File: src/rtl/core/eeg_pkg.sv
// Package for the extended Euclidean gcd unit.
// Holds field widths, request and response payload types, and the controller/datapath links.
// Used by every module under rtl/core; depends on nothing.
package eeg_pkg;

    // Operand and coefficient widths are fixed by the payload fields.
    localparam int OPERAND_W     = 31;
    localparam int COEF_W        = 32;
    localparam int WIDTH_DEFAULT = 32;

    // Request payload: two unordered operands.
    typedef struct packed {
        logic [OPERAND_W-1:0] first_value;
        logic [OPERAND_W-1:0] second_value;
    } t_eeg_req;

    // Response payload: Bezout coefficients and the gcd.
    typedef struct packed {
        logic signed [COEF_W-1:0] coef_larger;
        logic signed [COEF_W-1:0] coef_smaller;
        logic [OPERAND_W-1:0]     divisor;
    } t_eeg_rsp;

    // Commands from the controller to the datapath.
    typedef struct packed {
        logic load;
        logic div_init;
        logic div_step;
        logic mul;
        logic upd;
        logic out_load;
    } t_eeg_cmd;

    // Status from the datapath to the controller.
    typedef struct packed {
        logic r1_zero;
    } t_eeg_sts;

endpackage

File: src/rtl/core/extended_euclid_gcd_unit.sv
// Extended Euclidean gcd unit: top level joining controller and datapath.
// Depends on eeg_pkg, eeg_ctrl and eeg_dp.
//
// Usage: a request on i_req (two unordered 31-bit operands) is taken at a
// clock edge where i_req_valid is high and o_req_stall is low. The response on
// o_rsp carries the gcd and the Bezout coefficients of the larger and smaller
// operand, and is taken where o_rsp_valid is high and i_rsp_stall is low.
// One request is worked on at a time; o_req_stall is high from acceptance
// until the response has been written to the output register.
// Each Euclid step runs the bit-serial divider, the coefficient multiplies,
// the update and the loop test; for 31-bit operands a request needs at most
// 46 steps. The loop stops after 2 * WIDTH steps at the latest.
// The output register frees the request side: a new request is accepted while
// a finished response waits under i_rsp_stall, but its own result is held back
// until that response has been taken. Reset clears the response valid flag and
// returns the controller to idle; no clearing pass is needed.
module extended_euclid_gcd_unit #(
    parameter int WIDTH = eeg_pkg::WIDTH_DEFAULT
) (
    input  logic              i_clk,
    input  logic              i_rst_n,
    input  logic              i_req_valid,
    output logic              o_req_stall,
    input  eeg_pkg::t_eeg_req i_req,
    output logic              o_rsp_valid,
    input  logic              i_rsp_stall,
    output eeg_pkg::t_eeg_rsp o_rsp
);
    import eeg_pkg::*;

    t_eeg_cmd w_cmd;
    t_eeg_sts w_sts;

    // Sequencer and handshakes.
    eeg_ctrl #(
        .WIDTH (WIDTH)
    ) u_ctrl (
        .i_clk       (i_clk),
        .i_rst_n     (i_rst_n),
        .i_req_valid (i_req_valid),
        .o_req_stall (o_req_stall),
        .o_rsp_valid (o_rsp_valid),
        .i_rsp_stall (i_rsp_stall),
        .i_sts       (w_sts),
        .o_cmd       (w_cmd)
    );

    // Arithmetic and payload registers.
    eeg_dp u_dp (
        .i_clk (i_clk),
        .i_cmd (w_cmd),
        .i_req (i_req),
        .o_sts (w_sts),
        .o_rsp (o_rsp)
    );

endmodule

File: src/rtl/core/eeg_dp.sv
// Datapath of the extended Euclidean gcd unit.
// Holds the remainder pair, the coefficient pairs, a bit-serial divider and the response register.
// Depends on eeg_pkg; driven by eeg_ctrl through t_eeg_cmd.
module eeg_dp (
    input  logic              i_clk,
    input  eeg_pkg::t_eeg_cmd i_cmd,
    input  eeg_pkg::t_eeg_req i_req,
    output eeg_pkg::t_eeg_sts o_sts,
    output eeg_pkg::t_eeg_rsp o_rsp
);
    import eeg_pkg::*;

    logic [OPERAND_W-1:0] r_r0;
    logic [OPERAND_W-1:0] r_r1;
    logic [COEF_W-1:0]    r_x0;
    logic [COEF_W-1:0]    r_x1;
    logic [COEF_W-1:0]    r_y0;
    logic [COEF_W-1:0]    r_y1;
    logic [OPERAND_W-1:0] r_rem;
    logic [OPERAND_W-1:0] r_quo;
    logic [COEF_W-1:0]    r_px;
    logic [COEF_W-1:0]    r_py;
    t_eeg_rsp             r_rsp;

    logic [OPERAND_W:0]   w_trial;
    logic                 w_ge;
    logic [COEF_W-1:0]    w_quo_ext;

    // One restoring division step: shift in the next dividend bit and try to subtract.
    assign w_trial   = {r_rem, r_quo[OPERAND_W-1]} - {1'b0, r_r1};
    assign w_ge      = ~w_trial[OPERAND_W];
    assign w_quo_ext = {{(COEF_W-OPERAND_W){1'b0}}, r_quo};

    // Operand registers and the Euclid step update.
    always_ff @(posedge i_clk) begin
        if (i_cmd.load) begin
            if (i_req.first_value >= i_req.second_value) begin
                r_r0 <= i_req.first_value;
                r_r1 <= i_req.second_value;
            end else begin
                r_r0 <= i_req.second_value;
                r_r1 <= i_req.first_value;
            end
            r_x0 <= COEF_W'(1);
            r_x1 <= '0;
            r_y0 <= '0;
            r_y1 <= COEF_W'(1);
        end else if (i_cmd.upd) begin
            r_r0 <= r_r1;
            r_r1 <= r_rem;
            r_x0 <= r_x1;
            r_x1 <= r_x0 - r_px;
            r_y0 <= r_y1;
            r_y1 <= r_y0 - r_py;
        end
    end

    // Bit-serial divider: the quotient register starts with the dividend.
    always_ff @(posedge i_clk) begin
        if (i_cmd.div_init) begin
            r_rem <= '0;
            r_quo <= r_r0;
        end else if (i_cmd.div_step) begin
            r_rem <= w_ge ? w_trial[OPERAND_W-1:0] : {r_rem[OPERAND_W-2:0], r_quo[OPERAND_W-1]};
            r_quo <= {r_quo[OPERAND_W-2:0], w_ge};
        end
    end

    // Products of the quotient and the newer coefficients, kept modulo two to the COEF_W.
    always_ff @(posedge i_clk) begin
        if (i_cmd.mul) begin
            r_px <= w_quo_ext * r_x1;
            r_py <= w_quo_ext * r_y1;
        end
    end

    // Response register, loaded when the loop has finished.
    always_ff @(posedge i_clk) begin
        if (i_cmd.out_load) begin
            r_rsp.coef_larger  <= r_x0;
            r_rsp.coef_smaller <= r_y0;
            r_rsp.divisor      <= r_r0;
        end
    end

    assign o_sts.r1_zero = (r_r1 == '0);
    assign o_rsp         = r_rsp;

endmodule

File: src/rtl/core/eeg_ctrl.sv
// Controller of the extended Euclidean gcd unit.
// Sequences load, division, multiply and update phases and owns both handshakes.
// Depends on eeg_pkg; drives eeg_dp through t_eeg_cmd.
module eeg_ctrl #(
    parameter int WIDTH = eeg_pkg::WIDTH_DEFAULT
) (
    input  logic              i_clk,
    input  logic              i_rst_n,
    input  logic              i_req_valid,
    output logic              o_req_stall,
    output logic              o_rsp_valid,
    input  logic              i_rsp_stall,
    input  eeg_pkg::t_eeg_sts i_sts,
    output eeg_pkg::t_eeg_cmd o_cmd
);
    import eeg_pkg::*;

    localparam int STEP_LIMIT = 2 * WIDTH;
    localparam int STEP_W     = $clog2(STEP_LIMIT + 1);
    localparam int BIT_W      = $clog2(OPERAND_W);

    typedef enum logic [2:0] {
        S_IDLE,
        S_CHECK,
        S_DIV,
        S_MUL,
        S_UPD
    } t_state;

    t_state            r_state;
    logic [STEP_W-1:0] r_step;
    logic [BIT_W-1:0]  r_bit;
    logic              r_rsp_valid;
    logic              w_done;
    logic              w_rsp_free;

    assign w_done     = i_sts.r1_zero || (r_step == STEP_W'(STEP_LIMIT));
    assign w_rsp_free = !r_rsp_valid || !i_rsp_stall;

    // Datapath commands decoded from the current state.
    always_comb begin
        o_cmd = '0;
        unique case (r_state)
            S_IDLE:  o_cmd.load = i_req_valid;
            S_CHECK: begin
                o_cmd.out_load = w_done && w_rsp_free;
                o_cmd.div_init = !w_done;
            end
            S_DIV:   o_cmd.div_step = 1'b1;
            S_MUL:   o_cmd.mul = 1'b1;
            S_UPD:   o_cmd.upd = 1'b1;
            default: o_cmd = '0;
        endcase
    end

    // State, counters and the response valid flag.
    always_ff @(posedge i_clk) begin
        if (!i_rst_n) begin
            r_state     <= S_IDLE;
            r_step      <= '0;
            r_bit       <= '0;
            r_rsp_valid <= 1'b0;
        end else begin
            if (o_cmd.out_load) begin
                r_rsp_valid <= 1'b1;
            end else if (!i_rsp_stall) begin
                r_rsp_valid <= 1'b0;
            end
            unique case (r_state)
                S_IDLE: begin
                    if (i_req_valid) begin
                        r_step  <= '0;
                        r_state <= S_CHECK;
                    end
                end
                S_CHECK: begin
                    if (!w_done) begin
                        r_bit   <= '0;
                        r_state <= S_DIV;
                    end else if (w_rsp_free) begin
                        r_state <= S_IDLE;
                    end
                end
                S_DIV: begin
                    r_bit <= r_bit + BIT_W'(1);
                    if (r_bit == BIT_W'(OPERAND_W - 1)) begin
                        r_state <= S_MUL;
                    end
                end
                S_MUL: r_state <= S_UPD;
                S_UPD: begin
                    r_step  <= r_step + STEP_W'(1);
                    r_state <= S_CHECK;
                end
                default: r_state <= S_IDLE;
            endcase
        end
    end

    assign o_req_stall = (r_state != S_IDLE);
    assign o_rsp_valid = r_rsp_valid;

endmodule

File: config.mk
export PLATFORM = sky130hd
export DESIGN_NAME = extended_euclid_gcd_unit
export DESIGN_NICKNAME = d
export VERILOG_FILES = /design/src/rtl/core/eeg_pkg.sv /design/src/rtl/core/extended_euclid_gcd_unit.sv /design/src/rtl/core/eeg_dp.sv /design/src/rtl/core/eeg_ctrl.sv
export SDC_FILE = /design/constraint.sdc
export NUM_CORES = 2
export LEC_CHECK = 0
export BUFFER_PORTS_ARGS = -buffer_cell sky130_fd_sc_hd__buf_4
export CAP_MARGIN = 20
export CORE_AREA = 4 4 398 400
export CTS_BUF_LIST = sky130_fd_sc_hd__clkbuf_8
export CTS_CLUSTER_DIAMETER = 60
export DETAILED_ROUTE_END_ITERATION = 8
export DIE_AREA = 0 0 402 404
export GPL_ROUTABILITY_DRIVEN = 0
export MAX_ROUTING_LAYER = met4
export PLACE_DENSITY = 0.61
export SYNTH_ARGS = -nofsm -noshare
export SYNTH_HDL_FRONTEND = slang
export SYNTH_SLANG_ARGS = --single-unit
File: constraint.sdc
create_clock -name i_clk -period 7.5 [get_ports i_clk]
set_input_delay 1.5 -clock i_clk [delete_from_list [all_inputs] [get_ports i_clk]]
set_output_delay 1.5 -clock i_clk [all_outputs]
set_load 0.02 [all_outputs]
# Word level (Yosys, flattened, before mapping)
# Index checks and enable logic that the tools add are counted.
# word_totals
reg_bits	427
out_inout_bits	97
elab_cells	79
# op_classes
addsub	5
mul	2
order_cmp	1
n_eq_ne	11
mux	26
n_bitwise	1
n_reduce_logical	16
# ops
operator	count
2-to-1 mux 31 bit	9
multiplier 31 x 32 -> 32 bit	2
subtractor 32 bit	2
subtractor 32 x 31 -> 32 bit	1
>= comparator 31 bit	1
logical NOT 31 bit	1
one-hot mux 3 bit (5 select lines)	1
one-hot mux 7 bit (2 select lines)	1
2-to-1 mux 3 bit	4
one-hot mux 5 bit (2 select lines)	1
2-to-1 mux 1 bit	8
nonzero test 2 bit	4
adder 7 x 1 -> 7 bit, second input constant	1
equality test 7 bit, second input constant	1
2-to-1 mux 7 bit	1
equality test 3 x 2 -> 1 bit, second input constant	2
adder 5 x 1 -> 5 bit, second input constant	1
equality test 5 bit, second input constant	1
2-to-1 mux 5 bit	1
!= test 2 x 1 -> 1 bit, second input constant	2
!= test 2 bit, second input constant	2
AND reduction 2 bit	2
equality test 3 x 1 -> 1 bit, second input constant	1
equality test 3 bit, second input constant	1
8 further kinds	11

# Depth between registers and ports, before layout
# logic_depth
depth_word	5
mapped_depth	29

# By module
# From an unflattened synthesis, not the netlist that was laid out.
# hier_totals
cells_unflattened	5505
area_unflattened_um2	52450.3
# by_module_without_submodules
module	n_inst	cells_per_inst	area_each_um2
eeg_dp	1	5412	51599.5
eeg_ctrl	1	93	850.8

# Least setup slack after synthesis
# No wires, ideal clock.
# synth_path
path_type	register to register
start	reg u_dp.r_quo[7]
end	reg u_dp.r_py[30], data pin
setup_time_ns	0.258
arrival_ns	6.855
required_ns	7.242
setup_slack_ns	0.387
stages_incl_launch_ff	27
n_path_buf	2
period_less_slack_ns	7.113
cell_sequence	edfxtp_1 clkbuf_1 clkbuf_1 nand2_1 fa_1 inv_1 fa_1 inv_1 fa_1 fa_1 inv_1 fa_1 inv_1 fa_1 inv_1 fa_1 fa_1 ha_1 a21o_1 a21o_1 a21o_1 a221oi_1 o31ai_1 a2111oi_0 o21bai_1 a21oi_1 xnor2_1
# synth_between
elab_chain_cells	1
# synth_lines
item	line_no	rtl
from (decl)	eeg_dp.sv:20	logic [OPERAND_W-1:0] r_quo;
from (signal assigned)	eeg_dp.sv:62	r_quo <= r_r0;
from (signal assigned)	eeg_dp.sv:65	r_quo <= {r_quo[OPERAND_W-2:0], w_ge};
multiplier 31 x 32 -> 32 bit	eeg_dp.sv:73	r_py <= w_quo_ext * r_y1;
to (signal assigned)	eeg_dp.sv:73	
to (decl)	eeg_dp.sv:22	logic [COEF_W-1:0] r_py;
# No other way between the ends.
# A chain may end at the register's enable or synchronous reset.

# Worst setup path after layout
# layout_path
start	reg u_dp.r_y1[3]
end	reg u_dp.r_py[30], data pin
# layout_between
elab_chain_cells	1
# layout_lines
item	line_no	rtl
from (decl)	eeg_dp.sv:18	logic [COEF_W-1:0] r_y1;
from (signal assigned)	eeg_dp.sv:54	r_y1 <= r_y0 - r_py;
multiplier 31 x 32 -> 32 bit	eeg_dp.sv:73	
# No other way between the ends.

==> results.sh <==
export IMPL_grt_max_degree=91
export IMPL_grt_pass1_vias=41400
export IMPL_synth_edf_count=252
export IMPL_fin_skew_ps=50.0
export IMPL_post_route_util_pct=37.4
export IMPL_min_period_ps=7180
export IMPL_cp_data_arrival_time_ps=7690
export IMPL_synth_common_cells="913 x inv_1, 859 x nand2_1, 821 x fa_1"
export IMPL_drt_initial_drc_count=2497
export IMPL_r2r_end="u_dp.r_py[30]"
export IMPL_initial_utilization_pct=33.7
export IMPL_syn_inst=5575
export IMPL_nNetsFinal=6930
export IMPL_slew_violations=0
export IMPL_die_area_sq_mm=0.162
export IMPL_ant_nets=0
export IMPL_worst_pin_slew_ps=950
export IMPL_cpMostUsedCell="fa_1"
export IMPL_hold_end="u_dp.o_rsp[87]"
export IMPL_htreeDepth=3
export IMPL_vias=39000
export IMPL_critical_path_required_ps=8010
export IMPL_cpPeakStageDelay_ps=880
export IMPL_slew_headroom_pct=36.7
export IMPL_fill_cells=15700
export IMPL_min_period_over_period_pct=95.8
export IMPL_reg2reg_slack_ps=320
export IMPL_netlist_area_sq_mm=0.0524
export IMPL_antenna_found_initial=5
export IMPL_yosysMostFrequentCell="inv_1"
export IMPL_crit_path_end_kind="flip-flop"
export IMPL_core_area_sq_mm=0.155
export IMPL_synth_area_leaders="fa_1 31%, edfxtp_1 14%, ha_1 8.8%"
export IMPL_root_buffer="clkbuf_8"
export IMPL_hold_path_class="reg -> reg"
export IMPL_clk_pin_slew_ps=70
export IMPL_cts_tree="yes"
export IMPL_grt_pass1_wl_um=235000
export IMPL_setup_viol=0
export IMPL_yosysTopAreaCell="fa_1"
export IMPL_die_x_um=402
export IMPL_clkSinkCount=427
export IMPL_critPathTopFamily="adder cells"
export IMPL_dr_pass1_iters=6
export IMPL_power_density_mw_per_mm2=162
export IMPL_critPathLaunchType="flip-flop"
export IMPL_critPathKind="reg -> reg"
export IMPL_hold_violations=0
export IMPL_syn_num_nets=6830
export IMPL_synth_ff_type="edfxtp_1"
export IMPL_clock_latency_ps=770
export IMPL_reg2reg_depth=20
export IMPL_syn_avg_cell_area_sq_um=9.39
export IMPL_slowest_stage="dfxtp_1"
export IMPL_ir_drop_mv=0.191
export IMPL_cts_buffer_depth=3
export IMPL_ys_seq_area_share_pct=21.1
export IMPL_worstHoldPathCells=0
export IMPL_drive_above_1_share_pct=9.01
export IMPL_grtUsageTotal_pct=18.9
export IMPL_die_y_um=404
export IMPL_rows=145
export IMPL_fin_hold_ws_ps=457
export IMPL_hold_start="u_dp.r_x0[24]"
export IMPL_maxCapViolCount=0
export IMPL_syn_to_final_growth_pct=10.9
export IMPL_r2r_start="u_dp.r_y1[3]"
export IMPL_grt_ovfl_total=0
export IMPL_wire_per_inst_um=18.7
export IMPL_ys_ff_latch=427
export IMPL_cp_num_buf_inv=1
export IMPL_p_leak_nw=27.0
export IMPL_crit_chain="nand2_1, fa_1, fa_1, inv_1, fa_1, ha_1, fa_1, fa_1, fa_1, fa_1, ha_2, a21o_1, a21o_1, a21o_1, a221oi_2, o31ai_2, a2111oi_2, o21bai_1, a21oi_1, xnor2_1"
export IMPL_outcome="complete, no violations"
export IMPL_via_per_inst=5.00
export IMPL_wirelength_um=146000
export IMPL_timing_fmax_ghz=0.139
export IMPL_portBuffers=162
export IMPL_async_flop_share_pct=0
export IMPL_yosysUniqueCellTypes=79
export IMPL_drc_errors=0
export IMPL_numCtsBuffers=75
export IMPL_ys_warn_count=0
export IMPL_cp_max_fo=19
export IMPL_synth_top_cell_area_share_pct=31.4
export IMPL_place_hpwl_um=118000
export IMPL_io_pin_count=163
export IMPL_ctsHoldBuffers=0
[logic make-up (layout without fill, tap and decap cells)]
family	count (synthesis)	count (layout)	share of synthesized area (%)
simple gates	1851	1851	17.0
buf+inv	1225	1386	8.87
fa+ha+maj	1189	1189	40.2
compound gates	588	588	7.64
flops	427	427	21.1
xor+xnor	234	234	3.91
mux	61	61	1.24
other cells	0	4	0
[placed cells by master (no fill, tap or decap), types with 14 or more instances in the layout]
| cell | count |
|---|---|
| a211oi_1 | 19 |
| a21o_1 | 64 |
| a21oi_1 | 133 |
| a221o_1 | 30 |
| a31oi_1 | 17 |
| and2_1 | 512 |
| and3_1 | 17 |
| buf_4 | 319 |
| clkbuf_8 | 85 |
| dfxtp_1 | 174 |
| edfxtp_1 | 252 |
| fa_1 | 821 |
| ha_1 | 367 |
| inv_1 | 932 |
| mux2_2 | 31 |
| mux2i_1 | 30 |
| nand2_1 | 857 |
| nand2b_1 | 23 |
| nand3_1 | 156 |
| nand4_1 | 21 |
| nor2_1 | 110 |
| nor2b_1 | 20 |
| nor3_1 | 67 |
| o21a_1 | 32 |
| o21ai_0 | 95 |
| o21ai_1 | 40 |
| o221ai_1 | 38 |
| o31ai_1 | 14 |
| or3_1 | 14 |
| xnor2_1 | 177 |
| xor2_1 | 57 |
[worst max path at each step]
stage | from | to | slack [ps] | depth (start not counted)
6_report | u_dp.r_y1[3] | u_dp.r_py[30] | 320 | 20
5_1_grt | u_dp.r_quo[4] | u_dp.r_py[30] | -3 | 23
4_1_cts | u_dp.r_y1[3] | u_dp.r_py[30] | 190 | 20
3_5_place_dp | u_dp.r_quo[10] | u_dp.r_py[30] | 200 | 22
3_3_place_gp | u_dp.r_quo[4] | u_dp.r_px[29] | 350 | 24
2_1_floorplan | u_dp.r_quo[7] | u_dp.r_py[30] | 390 | 26
[timing repair]
item,in CTS,in global routing
resized for setup,0,12
endpoints found under the setup margin,0,6
buffers inserted,0,4
[sequential cells by signal, summed over array words and instances (netlist names)]
register	count
u_ctrl.r_state	3
u_dp.r_y1	32
u_ctrl.r_step	7
u_dp.o_rsp	95
u_ctrl.r_bit	5
u_ctrl.o_rsp_valid	1
u_dp.r_r1	31
u_dp.r_r0	31
u_dp.r_x1	32
u_dp.r_rem	31
u_dp.r_quo	31
u_dp.r_py	32
u_dp.r_y0	32
u_dp.r_px	32
u_dp.r_x0	32
[where the power goes]
part / switching [mW] / total [mW] / internal (mW)
sequential: 0.313 / 3.11 / 2.80
clock: 1.13 / 2.40 / 1.28
combinational: 2.29 / 3.89 / 1.59
[layer usage]
| layer | vias to the layer above | GRT usage, % | part of all wire, % |
|---|---|---|---|
| li1 | 17800 | - | - |
| met1 | 19900 | 22.7 | 41 |
| met2 | 1031 | 32.8 | 51 |
| met3 | 243 | 1.61 | 3.9 |
| met4 | 0 | 7.37 | 4.1 |
| met5 | - | - | 0 |
[stage by stage]
step / total power, mW / setup WS (ps) / TNS (ps) / cell area, sq um / cells
floorplan: 5.88 / 387 / 0 / 52400 / 5575
global placement: 6.96 / 349 / 0 / 56400 / 7651
detailed placement: 7.01 / 195 / 0 / 56400 / 7651
CTS: 9.47 / 187 / 0 / 58000 / 7789
global route: 10.0 / -3.29 / -3.29 / 58100 / 7798
finish: 9.40 / 319 / 0 / 58100 / 7798
[cell type report]
type | count | area, sq um | share of cell area [%]
antenna | 4 | 10.0 | 0.0172
clock buffer | 85 | 1170 | 2.01
clock inverter | 53 | 463 | 0.797
inverter | 915 | 3430 | 5.91
multi-input combinational | 3923 | 36800 | 63.3
sequential | 427 | 11100 | 19.1
tap | 2058 | 2570 | 4.43
timing repair buffer | 333 | 2620 | 4.51
[worst register-to-register path: stages, from the launching register on]
cell	delay, ps
dfxtp_1	880
nand2_1	200
fa_1	480
fa_1	550
inv_1	50
fa_1	500
ha_1	220
fa_1	470
fa_1	560
fa_1	430
fa_1	510
ha_2	310
a21o_1	180
a21o_1	170
a21o_1	190
a221oi_2	290
o31ai_2	150
a2111oi_2	410
o21bai_1	130
a21oi_1	180
xnor2_1	80
Note: power is estimated with default switching activity, not from simulation.
